$ cat src/rtl/assert_macros.svh
// ----------------------------------------------------------------------------
// assert_macros.svh
// assertion shorthands shared by the bucket table rtl
// ----------------------------------------------------------------------------
`ifndef ASSERT_MACROS_SVH
`define ASSERT_MACROS_SVH

// property that must hold at every clock edge out of reset
`define SSBU_ASSERT(lbl, prop, msg) \
  lbl: assert property (@(posedge clk) disable iff (!rst_n) (prop)) else $error(msg);

// implication into the next cycle
`define SSBU_ASSERT_NXT(lbl, ante, cons, msg) \
  lbl: assert property (@(posedge clk) disable iff (!rst_n) (ante) |=> (cons)) else $error(msg);

`endif

$ cat src/rtl/ssbu_ram.sv
// ----------------------------------------------------------------------------
// ssbu_ram
// simple dual port ram, one write and one registered read per cycle
// ----------------------------------------------------------------------------
module ssbu_ram #(
  parameter int WIDTH = 8,
  parameter int DEPTH = 16
) (
  input  logic                     clk,
  input  logic                     we,
  input  logic [$clog2(DEPTH)-1:0] waddr,
  input  logic [WIDTH-1:0]         wdata,
  input  logic [$clog2(DEPTH)-1:0] raddr,
  output logic [WIDTH-1:0]         rdata
);

  logic [WIDTH-1:0] mem [DEPTH];
  logic [WIDTH-1:0] rdata_r;

  always_ff @(posedge clk) begin
    if (we) begin
      mem[waddr] <= wdata;
    end
    rdata_r <= mem[raddr];
  end

  assign rdata = rdata_r;

endmodule

$ cat config.mk
export PLATFORM = sky130hd
export DESIGN_NAME = ssbu_ram
export DESIGN_NICKNAME = d
export VERILOG_FILES = /design/src/rtl/assert_macros.svh /design/src/rtl/ssbu_ram.sv
export SDC_FILE = /design/constraint.sdc
export NUM_CORES = 1
export LEC_CHECK = 0
export ABC_CLOCK_PERIOD_IN_PS = 5000
export BUFFER_PORTS_ARGS = -buffer_cell sky130_fd_sc_hd__buf_4
export CAP_MARGIN = 10
export CORE_UTILIZATION = 45
export CTS_BUF_LIST = sky130_fd_sc_hd__clkbuf_2 sky130_fd_sc_hd__clkbuf_4 sky130_fd_sc_hd__clkbuf_8
export DETAILED_ROUTE_END_ITERATION = 10
export PLACE_DENSITY_LB_ADDON = 0.3
export SLEW_MARGIN = 10
export SYNTH_ARGS = -nofsm -noshare
export SYNTH_HDL_FRONTEND = slang
export SYNTH_SLANG_ARGS = --single-unit
$ cat constraint.sdc
create_clock -name clk -period 5 [get_ports clk]
set_input_delay 1 -clock clk [delete_from_list [all_inputs] [get_ports clk]]
set_output_delay 1 -clock clk [all_outputs]
set_load 0.005 [all_outputs]
==> results_dict.tcl <==
set metrics [dict create \
    outcome "finished clean" \
    numCtsBuffers 17 \
    multi_input_comb_area_um2 1060 \
    final_max_slew_viol_count 0 \
    detailed_placement_wirelength_estimate_mm 5.81 \
    crit_path_max_fanout 8 \
    grt_first_pass_wirelength_mm 13.8 \
    fin_tns_setup_ps 0 \
    rsz0062_at_grt "false" \
    drt_pre_antenna_iters 4 \
    die_height_um 109 \
    fin_worst_skew_ps 11.8 \
    ctsResizeCount 0 \
    insertion_delay_ps 430 \
    pre_cts_ws_ps 2170 \
    route.detailed.drc 0 \
    antenna_violations_before_repair 0 \
    holdBufCountCts 0 \
    placement_rows 38 \
    antenna_cells_inserted 0 \
    die_area_um2 11900 \
    post-route-period-util_pct 49.6 \
    mean_cell_area_of_the_mapped_netlist_um2 22.5 \
    core_region_area_um2 11000 \
    vdd_ir_max_mv 0.226 \
    max_slew_margin_pct 23.1 \
    cts.htree.levels 4 \
    wirelength_mm 9.38 \
    effective_utilization_at_floorplan_pct 46.9 \
    synth_nets 247 \
    crit_type "in2reg" \
    path_clk_slew_ps 70 \
    timing.critical_path.required_ps 5040 \
    floorplan.die.width_um 109 \
    port-buffer-count 25 \
    grt_pass1_vias 2323 \
    finalCriticalPeriod_ps 2480 \
    sequential_cell_area_um2 4000 \
    finalWorstSetupSlack_ps 2520 \
    timing.critical_path.to_type "flip-flop" \
    synthesis.area_um2 5150 \
    share_of_layout_cells_above_drive_strength_1_pct 28.2 \
    finalSetupViolations 0 \
    synth_seq_area_share_pct 77.8 \
    holdWs_ps 663 \
    cts_setup_buffers 0 \
    grt_max_degree 33 \
    ant_nets 0 \
    clock.fmax_mhz 404 \
    crit_path_start_kind "primary input" \
    avgRoutedWirePerCell_um 22.5 \
    synthToLayoutAreaGrowth_pct 12.8 \
    synth.ff_latch_count 136 \
    max_slew.worst_pin.slew_ps 1150 \
    boundaryPins 26 \
    hp-class "reg2reg" \
    routabilityCongestion 0.768 \
    max-cap-violations 0 \
    route.vias.total 2346 \
    synthCells 229 \
    gr-total-overflow 0 \
    root_buffer_master "clkbuf_8" \
    initialDrtViolationCount 132 \
    yosysWarnings 0 \
    cts_max_path_buffers 2 \
    cellLeakagePower_nw 1.91 \
    cts_tree "built" \
    finalHoldViolations 0 \
    clkSinkCount 136 \
    arrival_ps 2520 \
    dpl-instance-area_um2 5440 \
    synth.distinct_cells 19 \
    final_area_um2 5810 \
    groute.usage.overall_pct 17.6 \
    fillCellCount 842 \
    final_nets 282 \
    via_per_inst 5.63 \
    power.density_nw_per_um2 383 \
]
## kinds of logic after synthesis
family	synth area share (%)
flops	77.8
buf+inv	1.68
simple gates	3.18
mux	15.0
compound gates	2.33
## per-stage QoR
stage,total power [mW],utilization (%),instances
after global routing,2.29,52.9,417
after detailed placement,1.42,49.5,385
after global placement,1.42,49.5,385
after floorplan,1.37,-,229
after CTS,2.23,52.9,417
final,2.22,52.9,417
## state kept, by name (all words and copies together) (netlist names)
signal and count:
rdata 8, mem 128
## power breakdown
group	switching, mW	internal (mW)	leakage, nW
logic	0.0648	0.0529	0.497
registers	0.00673	1.27	1.22
clock network	0.390	0.437	0.189
total	0.462	1.76	1.91
## per-layer routing
| metal | wire length, um | global-route usage [%] | vias up |
|---|---|---|---|
| li1 | - | - | 1039 |
| met1 | 4150 | 24.3 | 1223 |
| met2 | 4560 | 26.7 | 72 |
| met3 | 512 | 4.54 | 12 |
| met4 | 166 | 7.43 | 0 |
| met5 | 0 | 0 | - |
## worst max-delay path: stages
cell and delay (ps):
buf_4 120, or3b_2 510, nor3_1 890
## layout make-up
cell class	count	share of cell area [%]
sequential	136	69.0
multi-input combinational	83	18.3
clock buffer	23	5.02
timing repair buffer	26	3.36
tap	140	3.02
clock inverter	9	1.34
## path summary, 6_finish.rpt
check | end | startpoint | slack (ps) | cells past startpoint
setup / recovery | mem[0][7]$_DFFE_PP_ | waddr[2] | 2520 | 3
hold / removal | rdata[4]$_DFF_P_ | mem[12][4]$_DFFE_PP_ | 660 | 3
setup reg to reg | rdata[3]$_DFF_P_ | mem[1][3]$_DFFE_PP_ | 3550 | 3
hold reg to reg | rdata[4]$_DFF_P_ | mem[12][4]$_DFFE_PP_ | 660 | 3
## cells in the final DEF (no fill, tap or decap), drive strengths merged, types with 3 or more instances in the layout
cell	instances
nand2	9
edfxtp	128
clkinvlp	3
clkbuf	23
a22oi	16
buf	26
nor3	4
dfxtp	8
mux4	32
nor2	13
clkinv	5
## synth_stat cells
library cell	number	area, um^2
and2b_1	1	7.51
dfxtp_1	8	160
and2_1	1	6.26
nand2_1	9	33.8
clkdlybuf4s25_2	3	30.0
nor2_1	13	48.8
a22oi_1	16	120
buf_4	1	7.51
nor3_1	4	20.0
mux4_1	14	368
buf_2	3	15.0
edfxtp_1	128	3840
or3b_2	1	8.76
nand3b_1	2	15.0
buf_6	3	33.8
mux4_2	18	405
nand3_1	1	5.00
nor2b_1	1	6.26
nand2b_1	2	12.5
No activity file was read; power rests on OpenSTA's default activity.
